===== config.mk =====
export PLATFORM = sky130hd
export DESIGN_NAME = priority_queue_scheduler_with_aging_unit
export DESIGN_NICKNAME = d
export VERILOG_FILES = /design/src/pqsa_pkg.sv /design/src/pqsa_div.sv /design/src/pqsa_cell.sv /design/src/priority_queue_scheduler_with_aging_unit.sv
export SDC_FILE = /design/constraint.sdc
export NUM_CORES = 2
export LEC_CHECK = 0
export BUFFER_PORTS_ARGS = -buffer_cell sky130_fd_sc_hd__buf_2
export CELL_PAD_IN_SITES_DETAIL_PLACEMENT = 1
export CELL_PAD_IN_SITES_GLOBAL_PLACEMENT = 2
export CORE_ASPECT_RATIO = 0.9
export CORE_MARGIN = 1.5
export CORE_UTILIZATION = 30
export CTS_BUF_LIST = sky130_fd_sc_hd__clkbuf_8
export CTS_CLUSTER_DIAMETER = 50
export DETAILED_ROUTE_END_ITERATION = 8
export PLACE_DENSITY_LB_ADDON = 0.1
export RECOVER_POWER = 50
export SETUP_SLACK_MARGIN = 0.4
export SLEW_MARGIN = 20
export SYNTH_ARGS = -nofsm -noshare
export SYNTH_HDL_FRONTEND = slang
export SYNTH_SLANG_ARGS = --single-unit

===== constraint.sdc =====
create_clock -name clk -period 11.2 [get_ports clk]
set_input_delay 1.68 -clock clk [delete_from_list [all_inputs] [get_ports clk]]
set_output_delay 1.68 -clock clk [all_outputs]
set_load 0.02 [all_outputs]

===== src/pqsa_pkg.sv =====
// Shared types, codes and constants for the priority scheduler with aging.
// Used by the remainder unit, the queue cells, the top level and the checker.
`timescale 1ns / 1ps
`default_nettype none

package pqsa_pkg;

	localparam int TID_W       = 16;
	localparam int PRIO_W      = 8;
	localparam int OUT_COUNT_W = 5;
	localparam int DEPTH_DEF   = 16;

	localparam logic [PRIO_W-1:0] LEVELS_RST = 8'd50;
	localparam logic [PRIO_W-1:0] PRIO_MAX   = 8'd255;

	// remainder unit retires this many dividend bits per cycle
	localparam int DIV_STEP_BITS = 4;
	localparam int DIV_CYCLES    = TID_W / DIV_STEP_BITS;

	localparam logic [1:0] OP_ENQ  = 2'd0;
	localparam logic [1:0] OP_DEQ  = 2'd1;
	localparam logic [1:0] OP_TICK = 2'd2;

	localparam logic [1:0] ST_DONE      = 2'd0;
	localparam logic [1:0] ST_FULL      = 2'd1;
	localparam logic [1:0] ST_NOT_FOUND = 2'd2;

	// commands broadcast to every cell of the chain
	localparam logic [2:0] CELL_HOLD   = 3'd0;
	localparam logic [2:0] CELL_INSERT = 3'd1;
	localparam logic [2:0] CELL_REMOVE = 3'd2;
	localparam logic [2:0] CELL_AGE    = 3'd3;
	localparam logic [2:0] CELL_RESORT = 3'd4;

	typedef struct packed {
		logic [TID_W-1:0]  tid;
		logic [PRIO_W-1:0] prio;
	} entry_t;

	typedef struct packed {
		logic [2:0]        op;
		logic [TID_W-1:0]  tid;
		logic [PRIO_W-1:0] prio;
	} cell_cmd_t;

endpackage

`default_nettype wire


===== src/pqsa_div.sv =====
// Remainder unit: task id modulo the level count, four quotient bits per cycle.
// Depends on pqsa_pkg.
`timescale 1ns / 1ps
`default_nettype none

module pqsa_div
	import pqsa_pkg::*;
(
	input  wire logic              clk,
	input  wire logic              arst_n,
	input  wire logic              start,
	input  wire logic [TID_W-1:0]  dividend,
	input  wire logic [PRIO_W-1:0] divisor,
	output logic                   done,
	output logic [PRIO_W-1:0]      rem
);

	localparam int CNT_W = (DIV_CYCLES > 1) ? $clog2(DIV_CYCLES) : 1;

	logic              busy_q;
	logic              done_q;
	logic [CNT_W-1:0]  cnt_q;
	logic [TID_W-1:0]  dvd_q;
	logic [PRIO_W-1:0] div_q;
	logic [PRIO_W-1:0] rem_q;
	logic [TID_W-1:0]  dvd_d;
	logic [PRIO_W-1:0] rem_d;

	// restoring steps; rem < divisor keeps the trial value inside PRIO_W+1 bits
	always_comb begin
		logic [PRIO_W:0] t;
		rem_d = rem_q;
		dvd_d = dvd_q;
		for (int k = 0; k < DIV_STEP_BITS; k++) begin
			t = {rem_d, dvd_d[TID_W-1]};
			dvd_d = dvd_d << 1;
			if (t >= {1'b0, div_q}) begin
				t = t - {1'b0, div_q};
			end
			rem_d = t[PRIO_W-1:0];
		end
	end

	always_ff @(posedge clk or negedge arst_n) begin
		if (!arst_n) begin
			busy_q <= 1'b0;
			done_q <= 1'b0;
			cnt_q  <= '0;
		end else begin
			done_q <= 1'b0;
			if (start) begin
				busy_q <= 1'b1;
				cnt_q  <= '0;
			end else if (busy_q) begin
				cnt_q <= cnt_q + CNT_W'(1);
				if (cnt_q == CNT_W'(DIV_CYCLES - 1)) begin
					busy_q <= 1'b0;
					done_q <= 1'b1;
				end
			end
		end
	end

	always_ff @(posedge clk) begin
		if (start) begin
			dvd_q <= dividend;
			rem_q <= '0;
			// zero levels behaves as one level
			div_q <= (divisor == '0) ? PRIO_W'(1) : divisor;
		end else if (busy_q) begin
			dvd_q <= dvd_d;
			rem_q <= rem_d;
		end
	end

	assign done = done_q;
	assign rem  = rem_q;

endmodule

`default_nettype wire


===== src/pqsa_cell.sv =====
// One slot of the sorted ready queue; shifts to and from its neighbors.
// Depends on pqsa_pkg.
`timescale 1ns / 1ps
`default_nettype none

module pqsa_cell
	import pqsa_pkg::*;
#(
	parameter int CNT_W = 5,
	parameter int IDX   = 0
) (
	input  wire logic             clk,
	input  wire cell_cmd_t        cmd,
	input  wire logic [CNT_W-1:0] count,
	input  wire entry_t           ent_l,
	input  wire entry_t           ent_r,
	input  wire logic             cmp_l,
	input  wire logic             cmp_r,
	input  wire logic             hit_l,
	output entry_t                ent_o,
	output logic                  cmp_o,
	output logic                  hit_o
);

	entry_t ent_q;
	entry_t ent_d;
	entry_t fresh;
	logic   occ;
	logic   match;

	assign occ   = CNT_W'(IDX) < count;
	assign match = occ && (ent_q.tid == cmd.tid);
	// nearest-head match wins: everything from the first hit onward shifts
	assign hit_o = hit_l | match;
	// true when the new number belongs in front of this slot
	assign cmp_o = !occ || (ent_q.prio > cmd.prio);

	assign fresh.tid  = cmd.tid;
	assign fresh.prio = cmd.prio;

	always_comb begin
		ent_d = ent_q;
		unique case (cmd.op)
			CELL_INSERT: begin
				if (cmp_o) begin
					ent_d = cmp_l ? ent_l : fresh;
				end
			end
			CELL_REMOVE: begin
				if (hit_o) begin
					ent_d = ent_r;
				end
			end
			CELL_AGE: begin
				if (IDX == 0) begin
					ent_d.prio = cmd.prio;
				end
			end
			CELL_RESORT: begin
				// head leaves, the rest move up, head lands after its equals
				if (!cmp_r) begin
					ent_d = ent_r;
				end else if (IDX == 0 || !cmp_o) begin
					ent_d = fresh;
				end
			end
			default: ent_d = ent_q;
		endcase
	end

	always_ff @(posedge clk) begin
		ent_q <= ent_d;
	end

	assign ent_o = ent_q;

endmodule

`default_nettype wire


===== src/priority_queue_scheduler_with_aging_unit.sv =====
// Priority scheduler with aging: a chain of QUEUE_DEPTH cells holds task ids
// sorted by ascending priority number, FIFO among equal numbers. An enqueue
// passes from the input transfer through the remainder unit, which turns the
// id into a priority number and retires four bits a cycle, then through the
// apply state, which updates the whole chain at once, and the report state,
// which loads the result register. Dequeue and tick skip the remainder unit.
// One item is in work at a time; the result register lets the next item in
// while a result still waits for its transfer.
// Depends on pqsa_pkg, pqsa_div, pqsa_cell.
`timescale 1ns / 1ps
`default_nettype none

module priority_queue_scheduler_with_aging_unit
	import pqsa_pkg::*;
#(
	parameter int QUEUE_DEPTH = DEPTH_DEF
) (
	input  wire logic                   clk,
	input  wire logic                   arst_n,
	input  wire logic                   in_valid,
	output logic                        in_ready,
	input  wire logic [1:0]             opcode,
	input  wire logic [TID_W-1:0]       task_id,
	output logic                        out_valid,
	input  wire logic                   out_ready,
	output logic [TID_W-1:0]            head_task,
	output logic                        head_valid,
	output logic [PRIO_W-1:0]           head_priority,
	output logic [OUT_COUNT_W-1:0]      task_count,
	output logic                        reschedule,
	output logic [1:0]                  status,
	input  wire logic                   cfg_we,
	input  wire logic [PRIO_W-1:0]      cfg_data
);

	localparam int CNT_W = $clog2(QUEUE_DEPTH + 1);

	localparam logic [1:0] S_IDLE   = 2'd0;
	localparam logic [1:0] S_DIV    = 2'd1;
	localparam logic [1:0] S_APPLY  = 2'd2;
	localparam logic [1:0] S_REPORT = 2'd3;

	logic [1:0]        state_q;
	logic [1:0]        op_q;
	logic [TID_W-1:0]  tid_q;
	logic [PRIO_W-1:0] levels_q;
	logic [CNT_W-1:0]  count_q;
	logic              rs_q;
	logic [1:0]        st_q;

	logic                   out_valid_q;
	logic [TID_W-1:0]       head_task_q;
	logic                   head_valid_q;
	logic [PRIO_W-1:0]      head_prio_q;
	logic [OUT_COUNT_W-1:0] count_out_q;
	logic                   resched_out_q;
	logic [1:0]             status_out_q;

	logic              accept;
	logic              div_done;
	logic [PRIO_W-1:0] div_rem;

	cell_cmd_t         cmd;
	logic [CNT_W-1:0]  count_d;
	logic              rs_d;
	logic [1:0]        st_d;
	logic [PRIO_W-1:0] aged;
	logic              full;
	logic              load_out;

	entry_t ent   [QUEUE_DEPTH];
	entry_t ent_l [QUEUE_DEPTH];
	entry_t ent_r [QUEUE_DEPTH];
	logic   cmp   [QUEUE_DEPTH];
	logic   cmp_l [QUEUE_DEPTH];
	logic   cmp_r [QUEUE_DEPTH];
	logic   hit   [QUEUE_DEPTH];
	logic   hit_l [QUEUE_DEPTH];

	assign in_ready = (state_q == S_IDLE);
	assign accept   = in_valid && in_ready;
	assign load_out = (state_q == S_REPORT) && (!out_valid_q || out_ready);

	pqsa_div u_div (
		.clk      (clk),
		.arst_n   (arst_n),
		.start    (accept && (opcode == OP_ENQ)),
		.dividend (task_id),
		.divisor  (levels_q),
		.done     (div_done),
		.rem      (div_rem)
	);

	for (genvar g = 0; g < QUEUE_DEPTH; g++) begin : g_cell
		if (g == 0) begin : g_first
			assign ent_l[g] = '0;
			assign cmp_l[g] = 1'b0;
			assign hit_l[g] = 1'b0;
		end else begin : g_mid_l
			assign ent_l[g] = ent[g-1];
			assign cmp_l[g] = cmp[g-1];
			assign hit_l[g] = hit[g-1];
		end
		if (g == QUEUE_DEPTH - 1) begin : g_last
			assign ent_r[g] = '0;
			assign cmp_r[g] = 1'b1;
		end else begin : g_mid_r
			assign ent_r[g] = ent[g+1];
			assign cmp_r[g] = cmp[g+1];
		end

		pqsa_cell #(
			.CNT_W (CNT_W),
			.IDX   (g)
		) u_cell (
			.clk   (clk),
			.cmd   (cmd),
			.count (count_q),
			.ent_l (ent_l[g]),
			.ent_r (ent_r[g]),
			.cmp_l (cmp_l[g]),
			.cmp_r (cmp_r[g]),
			.hit_l (hit_l[g]),
			.ent_o (ent[g]),
			.cmp_o (cmp[g]),
			.hit_o (hit[g])
		);
	end

	assign full = (count_q == CNT_W'(QUEUE_DEPTH));
	assign aged = (ent[0].prio == PRIO_MAX) ? ent[0].prio : ent[0].prio + PRIO_W'(1);

	always_comb begin
		cmd.op   = CELL_HOLD;
		cmd.tid  = tid_q;
		cmd.prio = div_rem;
		count_d  = count_q;
		rs_d     = 1'b0;
		st_d     = ST_DONE;
		if (state_q == S_APPLY) begin
			case (op_q)
				OP_ENQ: begin
					if (full) begin
						st_d = ST_FULL;
					end else begin
						cmd.op  = CELL_INSERT;
						count_d = count_q + CNT_W'(1);
						rs_d    = (count_q != '0) && cmp[0];
					end
				end
				OP_DEQ: begin
					cmd.op = CELL_REMOVE;
					if (hit[QUEUE_DEPTH-1]) begin
						count_d = count_q - CNT_W'(1);
					end else begin
						st_d = ST_NOT_FOUND;
					end
				end
				OP_TICK: begin
					if (count_q != '0) begin
						cmd.prio = aged;
						if (count_q > CNT_W'(1) && aged > ent[1].prio) begin
							cmd.op  = CELL_RESORT;
							cmd.tid = ent[0].tid;
							rs_d    = 1'b1;
						end else begin
							cmd.op = CELL_AGE;
						end
					end
				end
				default: cmd.op = CELL_HOLD;
			endcase
		end
	end

	always_ff @(posedge clk or negedge arst_n) begin
		if (!arst_n) begin
			state_q     <= S_IDLE;
			count_q     <= '0;
			levels_q    <= LEVELS_RST;
			out_valid_q <= 1'b0;
		end else begin
			if (cfg_we) begin
				levels_q <= cfg_data;
			end
			unique case (state_q)
				S_IDLE: begin
					if (accept) begin
						state_q <= (opcode == OP_ENQ) ? S_DIV : S_APPLY;
					end
				end
				S_DIV: begin
					if (div_done) begin
						state_q <= S_APPLY;
					end
				end
				S_APPLY: begin
					count_q <= count_d;
					state_q <= S_REPORT;
				end
				S_REPORT: begin
					if (load_out) begin
						state_q <= S_IDLE;
					end
				end
				default: state_q <= S_IDLE;
			endcase
			if (load_out) begin
				out_valid_q <= 1'b1;
			end else if (out_ready) begin
				out_valid_q <= 1'b0;
			end
		end
	end

	always_ff @(posedge clk) begin
		if (accept) begin
			op_q  <= opcode;
			tid_q <= task_id;
		end
		if (state_q == S_APPLY) begin
			rs_q <= rs_d;
			st_q <= st_d;
		end
		if (load_out) begin
			head_valid_q  <= (count_q != '0);
			head_task_q   <= (count_q != '0) ? ent[0].tid : '0;
			head_prio_q   <= (count_q != '0) ? ent[0].prio : '0;
			count_out_q   <= OUT_COUNT_W'(count_q);
			resched_out_q <= rs_q;
			status_out_q  <= st_q;
		end
	end

	assign out_valid     = out_valid_q;
	assign head_task     = head_task_q;
	assign head_valid    = head_valid_q;
	assign head_priority = head_prio_q;
	assign task_count    = count_out_q;
	assign reschedule    = resched_out_q;
	assign status        = status_out_q;

endmodule

`default_nettype wire


==> impl_summary.txt <==
----------------------------------------------------
[Detailed routing]
  WL final ... 149000 um
  Uppermost layer routed ... met4
  Detailed route wirelength on metal2 ... 68900 um
  DR WL met3 ... 4940 um
  Number of nets with antenna violations after detailed routing ... 0
  DRC marker count from the first detailed-route iteration ... 2069
  Via total after detailed routing ... 31819
  Routed wire length per instance ... 26.4 um
  Detailed-router iteration count before antenna repair ... 5
  DRC violations left ... 0
  Via density ... 5.63
  Metal-1 WL ... 72800 um

[STA]
  Max-slew violation count ... 328
  Headroom to the max-slew limit ... -77.8%
  Worst clock skew ... 42.1 ps
  Final Cycle Share ... 90.7%
  Unrepaired setup endpoints after global routing ... false
  Accumulated negative setup slack ... 0 ps
  Number of hold-slack violations in the final timing report ... 0
  Smallest hold slack ... 431 ps
  Post-layout min period ... 10160 ps
  Worst Max-Slew Pin Slew ... 2670 ps
  Maximum clock frequency ... 98.5 MHz
  Total setup violations reported at the end of the flow ... 0

[Worst setup path]
  Worst setup path category ... flip-flop to flip-flop
  Endpoint class of the critical path ... flip-flop
  Category of the worst setup path launch point ... flip-flop
  Maximum fanout encountered on the critical timing path ... 51
  Critical path data required time ... 11720 ps
  Reg-to-reg slack, setup ... 1040 ps
  Data arrival time at the worst-slack endpoint ... 10670 ps

[Finish]
  Filler Cells Inserted ... 13950
  Final standard cell area without fillers ... 40500 um^2
  Number of nets in the final layout ... 4169
  Ratio of cells with drive above 1 in the final layout ... 8.69%
  Final core occ ... 33.5%
  Sequential cell area ... 14500 um^2
  Layout area overhead ... 10.5%
  Total area of multi-input combinational cells ... 20500 um^2

[Clock network]
  Buffers from clock root to sink, at most ... 3
  Clk sinks ... 490
  CTS Root Cell ... clkbuf_8
  Number of buffers created by CTS ... 110
  # H-tree levels ... 3
  Clock slew seen by the registers of the worst setup and hold paths ... 60 ps
  Clock Latency Late Sink ... 840 ps
  Clock tree from TritonCTS ... done

[Synth]
  Number of synthesized register bits ... 490
  Multiplexer area fraction after synthesis ... 3.87%
  Yosys synthesis warning count ... 0
  Number of distinct library cells after synthesis ... 90
  Ranking of synthesized cells by instance count ... edfxtp_1 (462), nand2_1 (451), nor2_1 (394)
  Number of enable-type register cells in the synthesized netlist ... 462
  Post-synth top area share ... 37.9%
  Synth Instances ... 4037
  Combinational family with the most area after synthesis ... compound AO/OA/AOI/OAI gates
  Most numerous cell in the Yosys netlist ... edfxtp_1
  Complex-gate fraction of the synthesized area ... 24.5%
  Area contributors post-synth ... edfxtp_1 (38%), ha_1 (6.0%), xnor2_1 (5.3%), a21oi_1 (5.2%), o21ai_0 (5.0%)
  Async set-or-reset flop fraction in the synthesized netlist ... 4.08%
  Mapped Nets ... 4249
  Sequential element share of the synthesized area ... 39.7%
  Most frequently used flop master after synthesis ... edfxtp_1
  Mean cell area of the mapped netlist ... 9.07 um^2
  Simple-Gate Fraction of Synth Area ... 14.6%
  Cell taking the most area after synthesis ... edfxtp_1
  Synth Cell Area ... 36600 um^2
  Area share of xor/xnor cells in the synthesized design ... 6.22%
  Fraction of the mapped netlist area in adder cells ... 6.27%

[Die]
  Initial cell density of the core ... 30.3%
  Std-Cell Core Area ... 121000 um^2
  Die outline height ... 334 um
  Cell row count ... 121
  Io pins ... 66
  Die X-Extent ... 371 um
  Total die area ... 124000 um^2

[Outcome]
  Status ... complete, but fails checks
  Violations in the final reports ... max-capacitance violations, max-slew violations

[Global route]
  Aggregate global-route resource usage ... 23.8%
  Global-route wire length before repair ... 223000 um
  Residual overflow from global routing ... 0
  Number of antenna violations at the first check in global routing ... 3
  Via count of the first global-routing pass ... 32572
  Largest net degree at the start of global routing ... 158

[Hold path]
  Classification of the worst-slack hold path ... flip-flop to flip-flop

[Placement]
  Placed standard-cell area ... 38500 um^2
  Sum of net half-perimeters after detailed placement ... 100000 um
  Weighted congestion reported at the end of routability-driven placement ... 0.797
  Count of buffers inserted at the top-level ports ... 65

[Job]
  Max-capacitance violation count ... 10

----------------------------------------------------
-- repair_timing --
| item | 4_1_cts | 5_1_grt |
|---|---|---|
| gates resized for setup | 0 | 1 |
| hold endpoints to repair | 0 | 0 |
| buffers inserted | 0 | 0 |
| setup endpoints to repair | 0 | 4 |
| hold buffers | 0 | 0 |
-- cell usage in the layout, fill, tap and decap left out, types with 18 or more instances in the layout --
cell / n
o21ai_0: 370
mux2i_1: 104
nor2_1: 387
inv_1: 109
o221ai_1: 163
clkbuf_8: 118
xnor2_1: 221
ha_1: 177
and2_0: 18
buf_4: 67
clkinv_1: 21
a221o_1: 45
nor3_1: 22
edfxtp_1: 462
and3_1: 25
xor2_1: 37
a21o_1: 37
nand3_1: 53
mux2_2: 20
nor2b_1: 20
a211oi_1: 175
clkinv_2: 18
clkbuf_1: 62
nand2_1: 449
a21oi_1: 365
a22oi_1: 114
nor4_1: 45
nand2b_1: 23
nand4_1: 48
-- kinds of logic after synthesis --
group / Yosys count
AO/OA/AOI/OAI: 1374
AND/OR/NAND/NOR: 1179
flip-flops: 490
buffers and inverters: 417
XOR/XNOR: 259
adder cells (fa/ha/maj): 181
multiplexers: 137
-- stage by stage --
step,cells,setup slack (ps)
after floorplan,4037,2510
after global placement,5444,1490
after detailed placement,5444,1250
after CTS,5650,1210
after global routing,5653,360
final,5655,1040
-- routing by layer --
metal	up-vias	GRT usage [%]
met5	-	0
li1	15035	-
met4	0	5.24
met1	16086	33.9
met2	535	38.2
met3	163	2.87
-- critical path, stage by stage (launching register included) --
cell	delay (ps)
dfrtp_1	630
or2_0	620
nor3b_1	550
inv_1	490
nand3_2	190
clkbuf_1	1550
nor3_4	50
clkbuf_2	1120
mux2i_4	590
clkbuf_2	820
xnor2_1	550
nor4_1	110
nand4_1	250
nand4_1	330
nor4_1	1180
nand2_1	220
o21a_1	230
buf_4	270
-- flip-flops by register name, indices dropped and copies added, names as in the netlist, 5 cells and up --
| register | cells |
|---|---|
| g_cell.u_cell.ent_o | 384 |
| head_priority | 8 |
| levels_q | 8 |
| u_div.dvd_q | 16 |
| head_task | 16 |
| task_count | 5 |
| tid_q | 16 |
| u_div.div_q | 8 |
| u_div.rem | 8 |
| count_q | 5 |
-- worst paths after layout --
path	from	end	cells past startpoint
worst max-delay path	count_q[4]	g_cell[15].u_cell.ent_o[14]	17
worst min-delay path	st_q[0]	status[0]	0
worst max register to register	count_q[4]	g_cell[15].u_cell.ent_o[14]	17
worst min register to register	st_q[0]	status[0]	0
max in group asynchronous	arst_n	u_div.done	1
min in group asynchronous	arst_n	levels_q[6]	1
-- cell type report --
cell class | count | share of cell area, %
repair buffers | 149 | 2.25
clock buffers | 118 | 4.01
flip-flops and latches | 490 | 35.9
inverters | 76 | 0.705
clock inverters | 88 | 1.38
diodes | 5 | 0.0309
well taps | 1599 | 4.94
multi-input cells | 3130 | 50.8
Power is not shown: default switching activity piles up to over one toggle a cycle in this logic, so the estimate is an artifact.
